### config.mk
export PLATFORM = sky130hd
export DESIGN_NAME = fixed_step_time_accumulator_flat
export DESIGN_NICKNAME = d
export VERILOG_FILES = /design/src/hw/rtl/fsta_pkg.sv /design/src/hw/rtl/fsta_if.sv /design/src/hw/rtl/fixed_step_time_accumulator.sv /design/src/hw/rtl/fsta_sub.sv /design/src/hw/rtl/fsta_cfg.sv /design/src/hw/rtl/fsta_core.sv /design/src/flat_wrapper.sv
export VERILOG_INCLUDE_DIRS = /design/src /design/src/hw/rtl
export SDC_FILE = /design/constraint.sdc
export NUM_CORES = 1
export LEC_CHECK = 0
export BUFFER_PORTS_ARGS = -buffer_cell sky130_fd_sc_hd__buf_2
export CAP_MARGIN = 20
export CORE_ASPECT_RATIO = 0.9
export CORE_MARGIN = 8
export CORE_UTILIZATION = 35
export CTS_BUF_LIST = sky130_fd_sc_hd__clkbuf_4
export CTS_CLUSTER_SIZE = 28
export DETAILED_ROUTE_END_ITERATION = 6
export PLACE_DENSITY = 0.48
export SYNTH_ARGS = -nofsm -noshare
export SYNTH_HDL_FRONTEND = slang
export SYNTH_SLANG_ARGS = --single-unit
### constraint.sdc
create_clock -name clk -period 11 [get_ports clk]
set_input_delay 1.65 -clock clk [delete_from_list [all_inputs] [get_ports clk]]
set_output_delay 1.65 -clock clk [all_outputs]
set_load 0.03 [all_outputs]
### src/hw/rtl/fixed_step_time_accumulator_macros.svh
// assertion macros for the fixed step time accumulator
`ifndef FIXED_STEP_TIME_ACCUMULATOR_MACROS_SVH
`define FIXED_STEP_TIME_ACCUMULATOR_MACROS_SVH
`ifndef SYNTHESIS
`define FSTA_ASSERT_NOW(label, ante, cons) \
  label: assert property (@(posedge clk) disable iff (!rst_n) (ante) |-> (cons)) \
    else $error("fixed_step_time_accumulator: same-cycle check failed");
`define FSTA_ASSERT_NEXT(label, ante, cons) \
  label: assert property (@(posedge clk) disable iff (!rst_n) (ante) |=> (cons)) \
    else $error("fixed_step_time_accumulator: next-cycle check failed");
`else
`define FSTA_ASSERT_NOW(label, ante, cons)
`define FSTA_ASSERT_NEXT(label, ante, cons)
`endif
`endif

### src/hw/rtl/fsta_pkg.sv
// shared types and constants of the fixed step time accumulator
package fsta_pkg;

  localparam int FRAME_W    = 32;
  localparam int CNT_W      = 8;
  localparam int OUT_W      = 32;
  localparam int LAG_W      = 48;
  localparam int STEP_SUM_W = 32;
  localparam int CFG_DATA_W = 32;
  localparam int CFG_IDX_W  = 3;

  localparam logic [CFG_IDX_W-1:0] REG_STEP_TIME    = 3'd0;
  localparam logic [CFG_IDX_W-1:0] REG_BANK_LIMIT   = 3'd1;
  localparam logic [CFG_IDX_W-1:0] REG_SUBSTEP_CAP  = 3'd2;
  localparam logic [CFG_IDX_W-1:0] REG_DROP_MODE    = 3'd3;
  localparam logic [CFG_IDX_W-1:0] REG_STEP_ENABLE  = 3'd4;

  localparam logic [CFG_DATA_W-1:0] STEP_TIME_RST   = 32'd1092;
  localparam logic [CFG_DATA_W-1:0] BANK_LIMIT_RST  = 32'd16384;
  localparam logic [CNT_W-1:0]      SUBSTEP_CAP_RST = 8'd8;
  localparam logic                  DROP_MODE_RST   = 1'b1;
  localparam logic                  STEP_ENABLE_RST = 1'b0;

  localparam logic [LAG_W-1:0] LAG_MAX = {LAG_W{1'b1}};

  typedef struct packed {
    logic drop_mode;
    logic stepping_enabled;
  } fsta_mode_t;

endpackage

### src/hw/rtl/fsta_if.sv
// frame input and step result channel interfaces
interface fsta_in_if;
  logic                          valid;
  logic                          ready;
  logic [fsta_pkg::FRAME_W-1:0]  frame_time;

  modport source (output valid, output frame_time, input ready);
  modport sink (input valid, input frame_time, output ready);
endinterface

interface fsta_out_if;
  logic                             valid;
  logic                             ready;
  logic [fsta_pkg::CNT_W-1:0]       substep_count;
  logic [fsta_pkg::OUT_W-1:0]       banked_left;
  logic [fsta_pkg::OUT_W-1:0]       dropped_now;
  logic [fsta_pkg::LAG_W-1:0]       lag_total;
  logic [fsta_pkg::STEP_SUM_W-1:0]  step_total;

  modport source (output valid, output substep_count, output banked_left,
                  output dropped_now, output lag_total, output step_total,
                  input ready);
  modport sink (input valid, input substep_count, input banked_left,
                input dropped_now, input lag_total, input step_total,
                output ready);
endinterface

### src/hw/rtl/fixed_step_time_accumulator.sv
// top level of the fixed step time accumulator
//
//   channel   dir  handshake          beat contents
//   in_ch     in   valid / ready      frame_time
//   out_ch    out  valid / ready      substep_count, banked_left, dropped_now,
//                                     lag_total, step_total
//   cfg_*     in   cfg_we             cfg_idx, cfg_wdata
//
// a frame goes straight to the result with stepping disabled, otherwise it passes
// clamp and substeps, plus a remainder pass when the cap drops time down to the remainder
// (the shared subtract unit takes one step or one remainder bit per cycle)
// in_ch.ready is high only while the sequencer is idle; a finished result
// sits in the output register, and the next frame is taken while it waits
// synchronous active-low reset clears the banked time, lag and step totals
`include "fixed_step_time_accumulator_macros.svh"

module fixed_step_time_accumulator #(
  parameter int TIME_BITS = 32,
  parameter int CAP_BITS  = 8
) (
  input  logic                            clk,
  input  logic                            rst_n,
  fsta_in_if.sink                         in_ch,
  fsta_out_if.source                      out_ch,
  input  logic                            cfg_we,
  input  logic [fsta_pkg::CFG_IDX_W-1:0]  cfg_idx,
  input  logic [fsta_pkg::CFG_DATA_W-1:0] cfg_wdata
);

  logic [TIME_BITS-1:0]  step_time;
  logic [TIME_BITS-1:0]  bank_limit;
  logic [CAP_BITS-1:0]   substep_cap;
  fsta_pkg::fsta_mode_t  mode;

  fsta_cfg #(
    .TIME_BITS (TIME_BITS),
    .CAP_BITS  (CAP_BITS)
  ) u_cfg (
    .clk         (clk),
    .rst_n       (rst_n),
    .cfg_we      (cfg_we),
    .cfg_idx     (cfg_idx),
    .cfg_wdata   (cfg_wdata),
    .step_time   (step_time),
    .bank_limit  (bank_limit),
    .substep_cap (substep_cap),
    .mode        (mode)
  );

  fsta_core #(
    .TIME_BITS (TIME_BITS),
    .CAP_BITS  (CAP_BITS)
  ) u_core (
    .clk         (clk),
    .rst_n       (rst_n),
    .in_ch       (in_ch),
    .out_ch      (out_ch),
    .step_time   (step_time),
    .bank_limit  (bank_limit),
    .substep_cap (substep_cap),
    .mode        (mode)
  );

  // an accepted frame leaves the sequencer busy in the following cycle
  `FSTA_ASSERT_NEXT(a_busy_after_accept, in_ch.valid && in_ch.ready, !in_ch.ready)
  // ready only drops because a frame was taken
  `FSTA_ASSERT_NOW(a_ready_drop_on_accept, $fell(in_ch.ready), $past(in_ch.valid))
  // a fresh result leaves the sequencer idle
  `FSTA_ASSERT_NOW(a_idle_on_result, $rose(out_ch.valid), in_ch.ready)

endmodule

### src/hw/rtl/fsta_sub.sv
// shared subtract and compare unit
module fsta_sub #(
  parameter int WIDTH = 33
) (
  input  logic [WIDTH-1:0] a,
  input  logic [WIDTH-1:0] b,
  output logic [WIDTH-1:0] diff,
  output logic             borrow
);

  // borrow set means a < b
  assign {borrow, diff} = {1'b0, a} - {1'b0, b};

endmodule

### src/hw/rtl/fsta_cfg.sv
// configuration register file
module fsta_cfg #(
  parameter int TIME_BITS = 32,
  parameter int CAP_BITS  = 8
) (
  input  logic                            clk,
  input  logic                            rst_n,
  input  logic                            cfg_we,
  input  logic [fsta_pkg::CFG_IDX_W-1:0]  cfg_idx,
  input  logic [fsta_pkg::CFG_DATA_W-1:0] cfg_wdata,
  output logic [TIME_BITS-1:0]            step_time,
  output logic [TIME_BITS-1:0]            bank_limit,
  output logic [CAP_BITS-1:0]             substep_cap,
  output fsta_pkg::fsta_mode_t            mode
);

  logic [TIME_BITS-1:0]  step_time_r;
  logic [TIME_BITS-1:0]  bank_limit_r;
  logic [CAP_BITS-1:0]   substep_cap_r;
  fsta_pkg::fsta_mode_t  mode_r;

  always_ff @(posedge clk) begin
    if (!rst_n) begin
      step_time_r             <= TIME_BITS'(fsta_pkg::STEP_TIME_RST);
      bank_limit_r            <= TIME_BITS'(fsta_pkg::BANK_LIMIT_RST);
      substep_cap_r           <= CAP_BITS'(fsta_pkg::SUBSTEP_CAP_RST);
      mode_r.drop_mode        <= fsta_pkg::DROP_MODE_RST;
      mode_r.stepping_enabled <= fsta_pkg::STEP_ENABLE_RST;
    end else if (cfg_we) begin
      case (cfg_idx)
        fsta_pkg::REG_STEP_TIME: begin
          step_time_r <= TIME_BITS'(cfg_wdata);
        end
        fsta_pkg::REG_BANK_LIMIT: begin
          bank_limit_r <= TIME_BITS'(cfg_wdata);
        end
        fsta_pkg::REG_SUBSTEP_CAP: begin
          substep_cap_r <= CAP_BITS'(cfg_wdata[fsta_pkg::CNT_W-1:0]);
        end
        fsta_pkg::REG_DROP_MODE: begin
          mode_r.drop_mode <= cfg_wdata[0];
        end
        fsta_pkg::REG_STEP_ENABLE: begin
          mode_r.stepping_enabled <= cfg_wdata[0];
        end
        default: begin
        end
      endcase
    end
  end

  assign step_time   = step_time_r;
  assign bank_limit  = bank_limit_r;
  assign substep_cap = substep_cap_r;
  assign mode        = mode_r;

endmodule

### src/hw/rtl/fsta_core.sv
// sequencer, datapath and result register of the accumulator
module fsta_core #(
  parameter int TIME_BITS = 32,
  parameter int CAP_BITS  = 8
) (
  input  logic                  clk,
  input  logic                  rst_n,
  fsta_in_if.sink               in_ch,
  fsta_out_if.source            out_ch,
  input  logic [TIME_BITS-1:0]  step_time,
  input  logic [TIME_BITS-1:0]  bank_limit,
  input  logic [CAP_BITS-1:0]   substep_cap,
  input  fsta_pkg::fsta_mode_t  mode
);

  localparam int W   = TIME_BITS;
  localparam int SW  = TIME_BITS + 1;
  localparam int BCW = $clog2(TIME_BITS);
  localparam int LAW = fsta_pkg::LAG_W + 2;
  localparam int DXW = SW + fsta_pkg::OUT_W;

  typedef enum logic [5:0] {
    S_IDLE  = 6'b000001,
    S_CLAMP = 6'b000010,
    S_STEP  = 6'b000100,
    S_MOD   = 6'b001000,
    S_DRP   = 6'b010000,
    S_FIN   = 6'b100000
  } fsta_state_t;

  fsta_state_t state_r, state_nxt;

  logic [W-1:0]                     banked_r, banked_nxt;
  logic [fsta_pkg::LAG_W-1:0]       lag_r, lag_nxt;
  logic [fsta_pkg::STEP_SUM_W-1:0]  step_sum_r, step_sum_nxt;
  logic [SW-1:0]                    sum_r, sum_nxt;
  logic [W-1:0]                     acc_r, acc_nxt;
  logic [SW-1:0]                    dropped_r, dropped_nxt;
  logic [CAP_BITS-1:0]              count_r, count_nxt;
  logic [W-1:0]                     rem_r, rem_nxt;
  logic [W-1:0]                     mod_sh_r, mod_sh_nxt;
  logic [BCW-1:0]                   bit_cnt_r, bit_cnt_nxt;

  logic                             out_valid_r, out_valid_nxt;
  logic [fsta_pkg::CNT_W-1:0]       out_count_r, out_count_nxt;
  logic [fsta_pkg::OUT_W-1:0]       out_banked_r, out_banked_nxt;
  logic [fsta_pkg::OUT_W-1:0]       out_dropped_r, out_dropped_nxt;
  logic [fsta_pkg::LAG_W-1:0]       out_lag_r, out_lag_nxt;
  logic [fsta_pkg::STEP_SUM_W-1:0]  out_steps_r, out_steps_nxt;

  logic [SW-1:0]                    sub_a, sub_b, sub_diff;
  logic                             sub_borrow;
  logic [LAW-1:0]                   lag_add;
  logic [fsta_pkg::LAG_W-1:0]       lag_new;
  logic [DXW-1:0]                   drop_ext;
  logic [fsta_pkg::OUT_W-1:0]       drop_sat;
  logic [fsta_pkg::STEP_SUM_W-1:0]  step_sum_new;

  fsta_sub #(.WIDTH(SW)) u_sub (
    .a      (sub_a),
    .b      (sub_b),
    .diff   (sub_diff),
    .borrow (sub_borrow)
  );

  // end-of-frame bookkeeping
  always_comb begin
    lag_add      = LAW'(lag_r) + LAW'(dropped_r);
    lag_new      = (lag_add > LAW'(fsta_pkg::LAG_MAX)) ? fsta_pkg::LAG_MAX
                                                       : lag_add[fsta_pkg::LAG_W-1:0];
    drop_ext     = DXW'(dropped_r);
    drop_sat     = (|drop_ext[DXW-1:fsta_pkg::OUT_W]) ? {fsta_pkg::OUT_W{1'b1}}
                                                      : drop_ext[fsta_pkg::OUT_W-1:0];
    step_sum_new = step_sum_r + fsta_pkg::STEP_SUM_W'(count_r);
  end

  always_comb begin
    state_nxt       = state_r;
    banked_nxt      = banked_r;
    lag_nxt         = lag_r;
    step_sum_nxt    = step_sum_r;
    sum_nxt         = sum_r;
    acc_nxt         = acc_r;
    dropped_nxt     = dropped_r;
    count_nxt       = count_r;
    rem_nxt         = rem_r;
    mod_sh_nxt      = mod_sh_r;
    bit_cnt_nxt     = bit_cnt_r;
    out_valid_nxt   = out_valid_r && !out_ch.ready;
    out_count_nxt   = out_count_r;
    out_banked_nxt  = out_banked_r;
    out_dropped_nxt = out_dropped_r;
    out_lag_nxt     = out_lag_r;
    out_steps_nxt   = out_steps_r;
    sub_a           = '0;
    sub_b           = '0;

    case (state_r)
      S_IDLE: begin
        if (in_ch.valid) begin
          acc_nxt     = banked_r;
          count_nxt   = '0;
          dropped_nxt = '0;
          if (mode.stepping_enabled) begin
            sum_nxt   = SW'(banked_r) + SW'(W'(in_ch.frame_time));
            state_nxt = S_CLAMP;
          end else begin
            state_nxt = S_FIN;
          end
        end
      end
      S_CLAMP: begin
        sub_a = sum_r;
        sub_b = SW'(bank_limit);
        if (!sub_borrow) begin
          acc_nxt     = bank_limit;
          dropped_nxt = sub_diff;
        end else begin
          acc_nxt = sum_r[W-1:0];
        end
        state_nxt = S_STEP;
      end
      S_STEP: begin
        // one fixed step per cycle while a full step is banked and the cap is not reached
        sub_a = SW'(acc_r);
        sub_b = SW'(step_time);
        if (sub_borrow) begin
          state_nxt = S_FIN;
        end else if (count_r == substep_cap) begin
          if (!mode.drop_mode) begin
            state_nxt = S_FIN;
          end else begin
            rem_nxt     = '0;
            mod_sh_nxt  = acc_r;
            bit_cnt_nxt = BCW'(W - 1);
            state_nxt   = (step_time == '0) ? S_DRP : S_MOD;
          end
        end else begin
          acc_nxt   = sub_diff[W-1:0];
          count_nxt = count_r + 1'b1;
        end
      end
      S_MOD: begin
        // restoring remainder, one bit per cycle
        sub_a      = {rem_r, mod_sh_r[W-1]};
        sub_b      = SW'(step_time);
        rem_nxt    = sub_borrow ? sub_a[W-1:0] : sub_diff[W-1:0];
        mod_sh_nxt = {mod_sh_r[W-2:0], 1'b0};
        if (bit_cnt_r == '0) begin
          state_nxt = S_DRP;
        end else begin
          bit_cnt_nxt = bit_cnt_r - 1'b1;
        end
      end
      S_DRP: begin
        sub_a       = SW'(acc_r);
        sub_b       = SW'(rem_r);
        dropped_nxt = dropped_r + sub_diff;
        acc_nxt     = rem_r;
        state_nxt   = S_FIN;
      end
      S_FIN: begin
        if (!out_valid_r || out_ch.ready) begin
          banked_nxt      = acc_r;
          lag_nxt         = lag_new;
          step_sum_nxt    = step_sum_new;
          out_valid_nxt   = 1'b1;
          out_count_nxt   = fsta_pkg::CNT_W'(count_r);
          out_banked_nxt  = fsta_pkg::OUT_W'(acc_r);
          out_dropped_nxt = drop_sat;
          out_lag_nxt     = lag_new;
          out_steps_nxt   = step_sum_new;
          state_nxt       = S_IDLE;
        end
      end
      default: begin
        state_nxt = S_IDLE;
      end
    endcase
  end

  always_ff @(posedge clk) begin
    if (!rst_n) begin
      state_r     <= S_IDLE;
      out_valid_r <= 1'b0;
      banked_r    <= '0;
      lag_r       <= '0;
      step_sum_r  <= '0;
    end else begin
      state_r     <= state_nxt;
      out_valid_r <= out_valid_nxt;
      banked_r    <= banked_nxt;
      lag_r       <= lag_nxt;
      step_sum_r  <= step_sum_nxt;
    end
  end

  always_ff @(posedge clk) begin
    sum_r         <= sum_nxt;
    acc_r         <= acc_nxt;
    dropped_r     <= dropped_nxt;
    count_r       <= count_nxt;
    rem_r         <= rem_nxt;
    mod_sh_r      <= mod_sh_nxt;
    bit_cnt_r     <= bit_cnt_nxt;
    out_count_r   <= out_count_nxt;
    out_banked_r  <= out_banked_nxt;
    out_dropped_r <= out_dropped_nxt;
    out_lag_r     <= out_lag_nxt;
    out_steps_r   <= out_steps_nxt;
  end

  assign in_ch.ready          = (state_r == S_IDLE);
  assign out_ch.valid         = out_valid_r;
  assign out_ch.substep_count = out_count_r;
  assign out_ch.banked_left   = out_banked_r;
  assign out_ch.dropped_now   = out_dropped_r;
  assign out_ch.lag_total     = out_lag_r;
  assign out_ch.step_total    = out_steps_r;

endmodule

### src/flat_wrapper.sv
// flat-port wrapper written by rule: the top's interface ports become plain ports
module fixed_step_time_accumulator_flat 
#(
  parameter int TIME_BITS = 32,
  parameter int CAP_BITS  = 8
)
  (clk, rst_n, cfg_we, cfg_idx, cfg_wdata, in_ch_valid, in_ch_frame_time, in_ch_ready, out_ch_valid, out_ch_substep_count, out_ch_banked_left, out_ch_dropped_now, out_ch_lag_total, out_ch_step_total, out_ch_ready);
  fsta_in_if in_ch_i ();
  fsta_out_if out_ch_i ();
  input  logic clk;
  input  logic rst_n;
  input  logic cfg_we;
  input  logic [fsta_pkg::CFG_IDX_W-1:0] cfg_idx;
  input  logic [fsta_pkg::CFG_DATA_W-1:0] cfg_wdata;
  input wire logic [$bits(in_ch_i.valid)-1:0] in_ch_valid;
  input wire logic [$bits(in_ch_i.frame_time)-1:0] in_ch_frame_time;
  output wire logic [$bits(in_ch_i.ready)-1:0] in_ch_ready;
  output wire logic [$bits(out_ch_i.valid)-1:0] out_ch_valid;
  output wire logic [$bits(out_ch_i.substep_count)-1:0] out_ch_substep_count;
  output wire logic [$bits(out_ch_i.banked_left)-1:0] out_ch_banked_left;
  output wire logic [$bits(out_ch_i.dropped_now)-1:0] out_ch_dropped_now;
  output wire logic [$bits(out_ch_i.lag_total)-1:0] out_ch_lag_total;
  output wire logic [$bits(out_ch_i.step_total)-1:0] out_ch_step_total;
  input wire logic [$bits(out_ch_i.ready)-1:0] out_ch_ready;
  assign in_ch_i.valid = in_ch_valid;
  assign in_ch_i.frame_time = in_ch_frame_time;
  assign in_ch_ready = in_ch_i.ready;
  assign out_ch_valid = out_ch_i.valid;
  assign out_ch_substep_count = out_ch_i.substep_count;
  assign out_ch_banked_left = out_ch_i.banked_left;
  assign out_ch_dropped_now = out_ch_i.dropped_now;
  assign out_ch_lag_total = out_ch_i.lag_total;
  assign out_ch_step_total = out_ch_i.step_total;
  assign out_ch_i.ready = out_ch_ready;
  fixed_step_time_accumulator #(.TIME_BITS(TIME_BITS), .CAP_BITS(CAP_BITS)) u_core (.clk(clk), .rst_n(rst_n), .in_ch(in_ch_i), .out_ch(out_ch_i), .cfg_we(cfg_we), .cfg_idx(cfg_idx), .cfg_wdata(cfg_wdata));
endmodule
---- Word level (Yosys, flattened, before mapping) ----
Cells that the tools add are included.
cells by class
  $add $sub $neg .......................... 7
  magnitude comparators ................... 1
  equal/unequal tests ..................... 21
  muxes and demuxes ....................... 40
  reductions and logical operators ........ 26
operator list
  operator              number
  $mux 32               11
  $pmux 33 s3           2
  $pmux 32 s2           2
  $pmux 32 s4           1
  $pmux 32 s3           1
  $mux 33               2
  $add 48x33->49        1
  $gt 49x48->1 const B  1
  $mux 48               1
  $mux 6                7
  $pmux 6 s6            1
  $sub 33x32->34        1
  $add 32x32->33        1
  $add 33x33->33        1
  $add 32x8->32         1
  $logic_not 32->1      1
  $mux 5                5
  $mux 8                3
  $ne 2x2->1 const B    8
  $pmux 8 s2            1
  $reduce_and 4->1      4
  $reduce_and 2->1      6
  $pmux 5 s2            1
  $add 8x1->8 const B   1
  25 further kinds      31
word-level totals
  register bits ........................... 520
  input port bits ......................... 72
  output and inout port bits .............. 154
  logic and storage cells ................. 117

---- Longest topological paths before layout ----
  depth after elaboration ................. 7
  depth in mapped cells ................... 31
  mapped depth without buffers ............ 28

---- Cells and area by module ----
A second synthesis with hierarchy kept.
second synthesis, totals
  cells, all modules ...................... 2988
  area, all modules ....................... 29002.8 um^2
modules (own cells, without submodules)
  module     times used  cells each  area each (um^2)  sequential area each (um^2)
  fsta_core  1           2408        24104.4           12201.7
  fsta_cfg   1           285         2871.5            1481.4
  fsta_sub   1           295         2026.9            0.0

---- Worst setup path after synthesis ----
Ideal clock, no wire load.
  path kind ............................... input to register
  start ................................... input port out_ch_ready
  end ..................................... register u_core.u_core.out_banked_r (netlist bit u_core.u_core.out_ch.banked_left[0]) (enable)
  library setup time ...................... 575 ps
  data arrival time ....................... 6757 ps
  data required time ...................... 10425 ps
  path slack .............................. 3668 ps
  cell stages on the path ................. 6
  path buffers ............................ 3
  cell sequence ........................... nand2b_1 > nand2b_1 > clkbuf_1 > inv_2 > clkbuf_1 > buf_1
between the ends
  cells in the longest elaborated chain, start to end .. 2
RTL lines
  what                        RTL line            source
  from (decl)                 flat_wrapper.sv:24  input wire logic [$bits(out_ch_i.ready)-1:0] out_ch_ready;
  $logic_or 1x1->1            fsta_core.sv:163    if (!out_valid_r || out_ch.ready) begin
  $reduce_and 2->1 (no line)  --
  to (signal assigned)        fsta_core.sv:207    out_banked_r <= out_banked_nxt;
  to (decl)                   fsta_core.sv:46     logic [fsta_pkg::OUT_W-1:0] out_banked_r, out_banked_nxt;
Every way passes these cells.
A chain may end at the register's enable or synchronous reset.

---- Worst setup path in the final report ----
  start ................................... register u_core.u_core.state_r[5]
  end ..................................... register u_core.u_core.dropped_r[32] (data pin)
between the ends
  cells in the longest elaborated chain, start to end .. 6
  elaborated cells between the ends (all ways) .. 13
  those cells by class .................... add/sub (2); eq/ne (5); mux (4); reduce/logical (2)
RTL lines
  what                                               RTL line                            source
  from (decl)                                        fsta_core.sv:31                     fsta_state_t state_r, state_nxt;
  from (signal assigned)                             fsta_core.sv:190                    state_r <= state_nxt;
  $eq 6x3->1, or another cell as far along           fsta_core.sv:98                     case (state_r)
  $reduce_or 2->1 (no line)                          --
  $pmux 33 s3 / $pmux 32 s3 (equally long branches)  fsta_core.sv:98
  $sub 33x32->34                                     fsta_sub.sv:12                      assign {borrow, diff} = {1'b0, a} - {1'b0, b};
  $add 33x33->33 / $mux 33 (equally long branches)   fsta_core.sv:158, fsta_core.sv:115
  $pmux 33 s3 (*)                                    fsta_core.sv:98
  via u_core.u_core.dropped_nxt[32]                  fsta_core.sv:38                     logic [SW-1:0] dropped_r, dropped_nxt;
  to (signal assigned)                               fsta_core.sv:201                    dropped_r <= dropped_nxt;
  to (decl)                                          fsta_core.sv:38
The timed path passes the listed nets; every way through them passes the cells marked *. The select of a mux whose other input is x is not followed.

==> flow_metrics.py <==
metrics = {
    "floorplan": {
        "initial_core_util": 0.353,
        "dieArea_um2": 89100,
        "core_um2": 79200,
        "die_w_um": 314,
        "io_pins": 226,
        "chipHeight_um": 284,
        "rows": 98,
    },
    "placement": {
        "pre_cts_slack_ns": 3.47,
        "port-buffer-count": 225,
        "dp_hpwl_um": 64200,
        "placed_cell_area_um2": 30100,
        "finalWeightedCongestion": 0.886,
    },
    "worst_setup_path": {
        "cp_max_fo": 33,
        "crit_path_max_incr_delay_ns": 0.88,
        "ff2ff_setup_slack_ns": 3.34,
        "critPathRequiredTime_ns": 11.73,
        "crit_path_frequent_cell": "a21oi_1",
        "cp_slowest_cell": "nand2_2",
        "start_kind": "flop",
        "arrival_ns": 8.40,
        "r2r-start": "u_core.u_core.state_r[5]",
        "r2r-end": "u_core.u_core.dropped_r[32]",
        "critPathKind": "flop to flop",
        "cp-end-kind": "flop",
        "reg2regPathDepth": 25,
    },
    "synthesis": {
        "synth_cell_type_count": 86,
        "yosys_warnings": 0,
        "synth-xor-area-share": 0.0596,
        "ys_seq_area_frac": 0.490,
        "ys_ff_latch": 520,
        "synthSimpleGateAreaFrac": 0.155,
        "yosys.area.top_type": "edfxtp_1",
        "syn_area_um2": 27900,
        "synth_area_leaders": "edfxtp_1, dfxtp_1, nand2_1",
        "syn-instance-count": 2836,
        "synth.avg_cell_area_um2": 9.85,
        "synth_top_flop_cell": "edfxtp_1",
        "synth_top_family_by_area": "compound AO/OA/AOI/OAI gates",
        "synth_fa_ha_area_frac": 0.0663,
        "synth.area.mux_share": 0.0235,
        "synth_compound_area_frac": 0.172,
        "syn_nets": 3053,
        "synth.top_cell.area_share": 0.352,
        "synth-edff-count": 327,
        "synth-async-reset-ratio": 0,
    },
    "global_route": {
        "grt_pass1_wl_um": 138000,
        "grt-ovfl-total": 0,
        "grt_pass1_vias": 23000,
        "grt_antenna_before_repair": 4,
        "grt_max_degree": 162,
        "grt_use_total": 0.199,
    },
    "power": {
        "power_report.internal_total_mw": 3.51,
        "totalPowerFinal_mw": 4.98,
        "p_clk_frac": 0.391,
        "irDropWorstVdd_uv": 81.8,
        "switchingPower_mw": 1.47,
        "p_seq_frac": 0.471,
        "power_switching_share": 0.295,
        "power_density_nw_per_um2": 155,
        "power_leakage_nw": 12.7,
        "power_frac_comb": 0.138,
    },
    "cts": {
        "cts_sinks": 520,
        "clk_latency_ns": 1.01,
        "cts_hold_buf": 0,
        "clkTransAtPathRegs_ns": 0.06,
        "h-tree-depth": 4,
        "cts_max_path_buffers": 3,
        "post_cts_buffers": 0,
        "tritoncts": "yes",
        "cts_resized": 0,
        "cts_made_buffers": 151,
        "root_buffer": "clkbuf_4",
    },
    "cells_and_area": {
        "fill_cells": 7918,
        "multi_input_area_um2": 13400,
        "design_area_um2": 32100,
        "final-seq-area_um2": 13700,
        "area_growth_pct": 15.1,
        "layout-drive-gt1-share": 0.180,
        "final_nets": 3313,
    },
    "hold_path": {
        "holdPathStages": 2,
        "min_from": "u_core.u_core.step_sum_r[7]",
        "min_to": "u_core.u_core.step_sum_r[7]",
        "hold_class": "flop to flop",
    },
    "detailed_routing": {
        "vias_per_cell": 5.47,
        "dr.pass1.iters": 7,
        "wl_per_cell_um": 21.5,
        "routed_wirelength_um": 92000,
        "drtAntennaViolNets": 0,
        "first_iter_violations": 2407,
        "drc": 34,
        "vias": 23400,
    },
    "timing": {
        "hold_viol": 0,
        "relSlewSlack": 0.341,
        "setup_violations": 0,
        "period_share": 0.697,
        "finalCriticalPeriod_ns": 7.66,
        "rsz0062_at_grt": "no",
        "drv_slew": 0,
        "setup_tns_ns": 0,
        "worst_slack_ns": 3.34,
        "fmax_ghz": 0.130,
        "finalClockSkew_ns": 0.0767,
        "tightest_slew_ns": 0.986,
    },
    "job": {
        "maxCapViolCount": 0,
    },
    "outcome": {
        "status": "finished, violations left",
        "violations": "DRC",
    },
}
==> stage by stage <==
step / cells / utilization / hold WS [ns]
global route: 4275 / 0.406 / 0.476
detailed placement: 3992 / 0.379 / 0.456
finish: 4277 / 0.406 / 0.463
floorplan: 2836 / - / 0.436
global placement: 3992 / 0.379 / 0.447
CTS: 4271 / 0.405 / 0.465
==> cells in the final DEF (no fill, tap or decap), types with 32 or more instances in the layout <==
cell type	n
a21o_1	55
a21oi_1	249
a222oi_1	96
buf_2	225
clkbuf_4	230
clkinv_1	33
dfxtp_1	193
edfxtp_1	327
ha_1	140
inv_1	88
mux2i_1	61
nand2_1	498
nand3_1	59
nor2_1	176
nor3_1	33
o21a_1	32
o21ai_0	112
or2_2	36
xnor2_1	102
xor2_1	88
==> area by class of cell <==
cell class	count	share of cell area
Antenna cell	5	0.000389
Clock buffer	230	0.0537
Clock inverter	49	0.00981
Inverter	90	0.0110
Multi-Input combinational cell	2081	0.416
Sequential cell	520	0.426
Tap cell	1050	0.0409
Timing Repair Buffer	252	0.0424
==> metal layers <==
| metal | share of wire | global-route usage | up-vias | wire, um |
|---|---|---|---|---|
| met5 | 0 | 0 | - | 0 |
| met4 | 0.037 | 0.0854 | 0 | 3370 |
| met3 | 0.070 | 0.0467 | 189 | 6410 |
| met2 | 0.45 | 0.310 | 919 | 41500 |
| met1 | 0.44 | 0.262 | 11200 | 40800 |
| li1 | - | - | 11000 | - |
==> registers in the layout, indices dropped and copies added, names as in the netlist, 33 cells and up <==
name	count
u_core.u_core.out_ch.lag_total	48
u_core.u_core.lag_r	48
u_core.u_core.sum_r	33
u_core.u_core.dropped_r	33
==> Yosys cell counts (all sizes together), types with 16 or more instances <==
| cell | number |
|---|---|
| inv | 90 |
| clkbuf | 119 |
| a222oi | 96 |
| nor3 | 34 |
| nand3 | 59 |
| buf | 26 |
| a21o | 55 |
| dfxtp | 193 |
| nor2 | 180 |
| edfxtp | 327 |
| nor2b | 25 |
| mux2i | 61 |
| o21ai | 134 |
| and2 | 16 |
| and3 | 20 |
| or2 | 36 |
| a21oi | 251 |
| o21a | 32 |
| nand2b | 19 |
| a311oi | 27 |
| nor4 | 22 |
| xor2 | 88 |
| nand4 | 20 |
| xnor2 | 102 |
| nand2 | 502 |
| ha | 140 |
==> power by group through the flow <==
stage | registers (mW) | logic (mW) | clock network (mW)
global route | 2.35 | 0.757 | 2.11
detailed placement | 2.39 | 0.685 | 0
floorplan | 2.37 | 0.437 | 0
CTS | 2.35 | 0.690 | 2.02
finish | 2.34 | 0.689 | 1.95
global placement | 2.39 | 0.678 | 0
==> critical path, delay by kind of cell, from the launching register on <==
| kind | cells | cell delay (ns) |
|---|---|---|
| XOR/XNOR | 2 | 0.39 |
| buffers and inverters | 1 | 0.18 |
| AND/OR/NAND/NOR | 5 | 2.08 |
| AO/OA/AOI/OAI | 15 | 3.79 |
| flip-flops | 1 | 0.35 |
| adder cells (fa/ha/maj) | 2 | 0.62 |
==> logic make-up (layout without fill, tap and decap cells) <==
group,count (synthesis),count (layout)
fa+ha+maj,145,145
other cells,0,5
simple gates,973,973
compound gates,708,708
mux,65,65
buf+inv,235,621
flops,520,520
xor+xnor,190,190
==> worst max path at each step <==
| stage | start | to | slack, ns |
|---|---|---|---|
| 5_1_grt | u_core.u_core.state_r[5] | u_core.u_core.dropped_r[32] | 2.77 |
| 3_3_place_gp | u_core.u_core.state_r[5] | u_core.u_core.dropped_r[32] | 3.80 |
| 4_1_cts | u_core.u_core.state_r[5] | u_core.u_core.dropped_r[32] | 3.48 |
| 2_1_floorplan | out_ch_ready | u_core.u_core.out_ch.banked_left[0] | 3.67 |
| 6_report | u_core.u_core.state_r[5] | u_core.u_core.dropped_r[32] | 3.34 |
| 3_5_place_dp | u_core.u_core.state_r[5] | u_core.u_core.dropped_r[32] | 3.47 |
Note: power is estimated with default switching activity, not from simulation.
